**src/mpp_pkg.sv**
```systemverilog
// Shared types, constants and saturation helpers for the massless particle pusher.
package mpp_pkg;

  localparam int unsigned FracBitsDef = 16;
  localparam int unsigned CfgW        = 24;
  localparam int unsigned CfgIdxW     = 2;
  localparam int unsigned SqrtSteps   = 32;

  // Latency of the fixed-depth units; the divider depth follows the fraction width.
  localparam int unsigned MomLat  = 4;
  localparam int unsigned SqrtLat = SqrtSteps + 2;
  localparam int unsigned PosLat  = 3;

  typedef enum logic [CfgIdxW-1:0] {
    CFG_TIME_STEP,
    CFG_DRIFT_SPEED,
    CFG_DIM_COUNT
  } cfg_idx_e;

  typedef logic signed [31:0] word_t;

  // Particle payload that travels along the pipeline next to the arithmetic.
  typedef struct packed {
    word_t [2:0] mom;
    word_t [2:0] pos;
    logic        last;
    logic        clip;
  } carry_t;

  localparam logic signed [63:0] WordMax = 64'sh0000_0000_7fff_ffff;
  localparam logic signed [63:0] WordMin = 64'shffff_ffff_8000_0000;

  function automatic word_t sat_word(input logic signed [63:0] v);
    word_t r;
    if (v > WordMax) begin
      r = word_t'(WordMax[31:0]);
    end else if (v < WordMin) begin
      r = word_t'(WordMin[31:0]);
    end else begin
      r = word_t'(v[31:0]);
    end
    return r;
  endfunction

  function automatic logic sat_clips(input logic signed [63:0] v);
    return (v > WordMax) || (v < WordMin);
  endfunction

endpackage

```
**src/mpp_pos_update.sv**
```systemverilog
// Position step: pos += round(vd*r/2^F) with the momentum sign, per active axis, saturated.
module mpp_pos_update #(
  parameter int unsigned FRAC_BITS = mpp_pkg::FracBitsDef
) (
  input  logic                      clk_i,
  input  logic                      rst_ni,
  input  logic                      en_i,
  input  logic                      valid_i,
  input  logic [2:0][FRAC_BITS:0]   ratio_i,
  input  logic [48-FRAC_BITS:0]     vd_i,
  input  logic [1:0]                dims_i,
  input  logic                      zero_i,
  input  mpp_pkg::carry_t           carry_i,
  output logic                      valid_o,
  output logic                      zero_o,
  output mpp_pkg::carry_t           carry_o
);
  import mpp_pkg::*;

  localparam int unsigned VdW   = 49 - FRAC_BITS;
  localparam int unsigned QuotW = FRAC_BITS + 1;
  localparam int unsigned ProdW = VdW + QuotW;
  localparam logic [ProdW:0] RoundHalf = (ProdW + 1)'(1) << (FRAC_BITS - 1);

  logic [PosLat-1:0]  valid_q;
  logic [ProdW-1:0]   prod_q [3];
  logic [ProdW:0]     inc;
  logic signed [63:0] delta_d [3];
  logic signed [63:0] delta_q [3];
  logic signed [63:0] pos_sum;
  logic [2:0]         active;
  logic               z1_q, z2_q, z3_q;
  carry_t             c1_q, c2_q, c3_d, c3_q;

  always_comb begin
    inc = '0;
    for (int a = 0; a < 3; a++) begin
      inc        = ({1'b0, prod_q[a]} + RoundHalf) >> FRAC_BITS;
      delta_d[a] = c1_q.mom[a][31] ? -$signed(64'(inc)) : $signed(64'(inc));
    end
  end

  // The x axis is always active; y and z follow the configured axis count.
  always_comb begin
    active  = {dims_i == 2'd3, dims_i[1], 1'b1};
    c3_d    = c2_q;
    pos_sum = '0;
    for (int a = 0; a < 3; a++) begin
      pos_sum = 64'($signed(c2_q.pos[a])) + delta_q[a];
      if (active[a] && !z2_q) begin
        c3_d.pos[a] = sat_word(pos_sum);
        c3_d.clip   = c3_d.clip | sat_clips(pos_sum);
      end
    end
  end

  always_ff @(posedge clk_i or negedge rst_ni) begin
    if (!rst_ni) begin
      valid_q <= '0;
    end else if (en_i) begin
      valid_q <= {valid_q[PosLat-2:0], valid_i};
    end
  end

  always_ff @(posedge clk_i) begin
    if (en_i) begin
      for (int a = 0; a < 3; a++) begin
        prod_q[a]  <= ProdW'(vd_i) * ProdW'(ratio_i[a]);
        delta_q[a] <= delta_d[a];
      end
      z1_q <= zero_i;
      z2_q <= z1_q;
      z3_q <= z2_q;
      c1_q <= carry_i;
      c2_q <= c1_q;
      c3_q <= c3_d;
    end
  end

  assign valid_o = valid_q[PosLat-1];
  assign zero_o  = z3_q;
  assign carry_o = c3_q;

endmodule

```
**config.mk**
```make
export PLATFORM = sky130hd
export DESIGN_NAME = mpp_pos_update
export DESIGN_NICKNAME = d
export VERILOG_FILES = /design/src/mpp_pkg.sv /design/src/mpp_pos_update.sv
export SDC_FILE = /design/constraint.sdc
export NUM_CORES = 2
export LEC_CHECK = 0
export BUFFER_PORTS_ARGS = -buffer_cell sky130_fd_sc_hd__buf_4
export CAP_MARGIN = 20
export CORE_AREA = 2 2 455 457
export DETAILED_ROUTE_END_ITERATION = 7
export DIE_AREA = 0 0 457 459
export PLACE_DENSITY = 0.75
export SETUP_SLACK_MARGIN = 0.3
export SLEW_MARGIN = 20
export SYNTH_ARGS = -nofsm -noshare
export SYNTH_HDL_FRONTEND = slang
export SYNTH_SLANG_ARGS = --single-unit
export TNS_END_PERCENT = 20
```
**constraint.sdc**
```tcl
create_clock -name clk_i -period 6.3 [get_ports clk_i]
set_clock_uncertainty 0.05 [all_clocks]
set_input_delay 0.63 -clock clk_i [delete_from_list [all_inputs] [get_ports clk_i]]
set_output_delay 0.63 -clock clk_i [all_outputs]
set_load 0.01 [all_outputs]
```
==> out/metrics.cfg <==
[yosys]
synth-adder-area-share_pct=35.5
async_flop_share_pct=0.339
synthMuxAreaShare_pct=0.175
syn_nets=12400
yosys_register_bits=885
netlist_instances=10200
ys_types=109
synth_xor_xnor_area_share_pct=4.14
yosys.area_share.simple_pct=15.1
synth-warning-count=0
synth_compound_area_share_pct=8.83
synth.avg_cell_area_um2=9.66
synth_ff_type=edfxtp_1
synth_edf_count=882
ys_seq_area_share_pct=27.1
synth_top_family_by_area=adder cells
netlist_area_mm2=0.0981

[sta]
slew_headroom_pct=27.0
tightest_slew_ps=1090
final_max_slew_viol_count=0
finalCritPeriodShare_pct=104
min_period_ps=6540
setup_viol=21
finalHoldViolCount=0
setup_tns_ps=-2540
layout_setup_ws_ps=-242
rsz0062_at_grt=yes
fmax_mhz=153

[place]
dpl.hpwl_um=216000
port_buffers=480
gp_congestion=0.969

[detailed_routing]
drc=4
vias_per_cell=5.49
ant_nets=0
num_vias=76500
firstDrtPassIters=8
wl_per_cell_um=20.3
wirelength_um=283000
drt_iter0_drc=6753

[critical_path]
cp-start-kind=input pin
rr_worst_depth=14
reg2reg_slack_ps=550
crit_fanout=8
regToRegEndpoint=carry_o[2]$_DFFE_PP_
crit_type=input pin to flop
reg2reg_from=c2_q[33]$_DFFE_PP_
cp-end-kind=flop
cp.required_ps=6730
cp.arrival_ps=6980

[finish]
drive_gt1_share_pct=15.7
nets=13400
synthToLayoutAreaGrowth_pct=19.7
nFillCells=17000

[grt]
grtUsageMet3_pct=4.09
groute.usage.overall_pct=26.7
grt.busiest_layer=met2
grt_use_met1_pct=34.8
antenna_found_initial=20
grt_max_degree=173
overflow=0
grt_pass1_vias=80200
grt_pass1_wl_um=442000
groute.layer.met2.usage_pct=44.2

[clocking]
cts_buffers=94
clock_tree.buffer_depth=3
cts_sinks=885
worst_skew_pair.late_latency_ps=770
cts_tree=built
cts_root_buffer=clkbuf_16
h-tree-depth=3
path_clk_slew_ps=60

[floorplan]
die_w_um=457
ios=481
dieArea_mm2=0.210
initial_core_util_pct=47.7
core_area_mm2=0.206
die_y_um=459
rows=167

[worst_hold_path]
hold_path_class=input pin to flop
worstHoldStart=carry_i[85]
min_path_cells=1
min_to=c1_q[85]$_DFFE_PP_

[run]
cap_violations=0

[status]
status=finished, violations left
failed_checks=DRC, setup timing

==> final cells by class <==
type / instances / area [µm²] / area share [%]
antenna: 16 / 40.0 / 0.0341
clock buffer: 107 / 2450 / 2.09
clock inverter: 68 / 931 / 0.793
inverter: 1818 / 6820 / 5.81
multi-input combinational: 6894 / 63800 / 54.3
sequential: 885 / 26600 / 22.6
tap: 2704 / 3380 / 2.88
timing repair buffer: 1445 / 13400 / 11.4
==> synthesized netlist by cell type (156+ instances only) <==
cell type / instances / area share, %
xnor2_1: 306 / 2.7
and2_1: 518 / 3.3
nor2_1: 312 / 1.2
inv_1: 1817 / 7.0
xor2_1: 157 / 1.4
fa_1: 1389 / 28
edfxtp_1: 882 / 27
a21oi_1: 410 / 2.1
nand3_1: 156 / 0.80
nand2_1: 1580 / 6.0
clkbuf_1: 516 / 2.0
ha_1: 561 / 7.2
o21ai_0: 255 / 1.3
==> worst max-delay path: stages <==
cell and delay, ps:
buf_16 130, buf_8 130, buf_12 140, buf_12 130, and2_4 150, fa_1 480
inv_1 60, fa_1 480, fa_1 540, inv_2 40, fa_1 490, fa_1 500
inv_1 50, fa_1 530, inv_2 60, ha_4 220, a21o_1 180, a21oi_2 180
o21a_1 210, o21ai_4 90, a21oi_2 170, o31a_1 170, o211a_1 260, a211oi_2 110
o31a_1 320, nor4_2 260, nor3_2 100, xor2_1 170
==> repair_timing <==
action / in CTS / in global routing
endpoints found under the hold margin: 183 / 0
gates resized for setup: 346 / 210
buffers inserted: 112 / 35
hold buffers: 181 / 0
cloned: 8 / 9
pin swaps: 178 / 175
setup endpoints to repair: 68 / 98
==> per-layer routing <==
metal / part of all wire (%) / up-vias
met5: 0.015 / -
met3: 7.6 / 732
met1: 40 / 38100
li1: - / 34500
met4: 4.8 / 6
met2: 47 / 3205
==> worst max-delay path by stage <==
stage	from	to	slack [ps]	cells after the start
6_report	vd_i[8]	prod_q[0][97]$_DFFE_PP_	-240	28
5_1_grt	vd_i[14]	prod_q[0][97]$_DFFE_PP_	-440	29
4_1_cts	vd_i[6]	prod_q[0][97]$_DFFE_PP_	-80	28
3_5_place_dp	vd_i[9]	prod_q[0][97]$_DFFE_PP_	-1290	27
2_1_floorplan	vd_i[12]	prod_q[0][49]$_DFFE_PP_	-690	28
3_3_place_gp	vd_i[9]	prod_q[0][97]$_DFFE_PP_	-1210	27
==> placed cells by master, fill, tap and decap left out, types with 29 or more instances in the layout <==
| cell type | synthesis | layout |
|---|---|---|
| inv_1 | 1817 | 1781 |
| a31oi_1 | 46 | 44 |
| fa_1 | 1389 | 1352 |
| a21o_1 | 140 | 140 |
| nor2_1 | 312 | 289 |
| xor2_1 | 157 | 155 |
| and3_1 | 60 | 58 |
| fa_2 | 0 | 37 |
| edfxtp_1 | 882 | 882 |
| nand2b_1 | 56 | 55 |
| nand4_1 | 112 | 112 |
| buf_4 | 12 | 1055 |
| inv_2 | 0 | 36 |
| nor2b_1 | 37 | 31 |
| a21oi_1 | 410 | 382 |
| dlygate4sd3_1 | 0 | 181 |
| xnor2_1 | 306 | 300 |
| o21a_1 | 53 | 53 |
| nor3_1 | 121 | 112 |
| o21bai_1 | 39 | 38 |
| o211ai_1 | 70 | 70 |
| o31ai_1 | 31 | 29 |
| buf_12 | 0 | 87 |
| clkbuf_16 | 0 | 103 |
| ha_1 | 561 | 526 |
| o21ai_0 | 255 | 235 |
| buf_6 | 2 | 70 |
| and2_1 | 518 | 495 |
| nor4_1 | 45 | 43 |
| ha_4 | 0 | 32 |
| a211oi_1 | 36 | 33 |
| o31a_1 | 38 | 38 |
| nand2_1 | 1580 | 1554 |
| nand3_1 | 156 | 153 |
==> sequential cells by signal (all words and copies together), names as in the netlist, 3 cells and up <==
name,flops
c1_q,194
c2_q,194
carry_o,194
delta_q,192
prod_q,105
valid_q,3
==> cells by family (layout without fill, tap and decap cells) <==
group / Yosys count / in the layout
AND/OR/NAND/NOR: 3134 / 3134
buffers and inverters: 2372 / 3438
adder cells (fa/ha/maj): 1950 / 1950
AO/OA/AOI/OAI: 1331 / 1331
flip-flops: 885 / 885
XOR/XNOR: 463 / 463
multiplexers: 16 / 16
other: 0 / 16
==> through the flow <==
stage	hold WS [ps]	util [%]	setup slack, ps	cells	cell area (µm²)
after floorplan	284	-	-694	10200	98700
after global placement	350	52.6	-1210	13400	108000
after detailed placement	355	52.6	-1290	13400	108000
after CTS	0.258	56.4	-76.4	13900	116000
after global routing	20.6	57.1	-435	13900	117000
final	46.3	57.1	-242	13900	117000
Power is not shown: default switching activity piles up to over one toggle a cycle in this logic, so the estimate is an artifact.
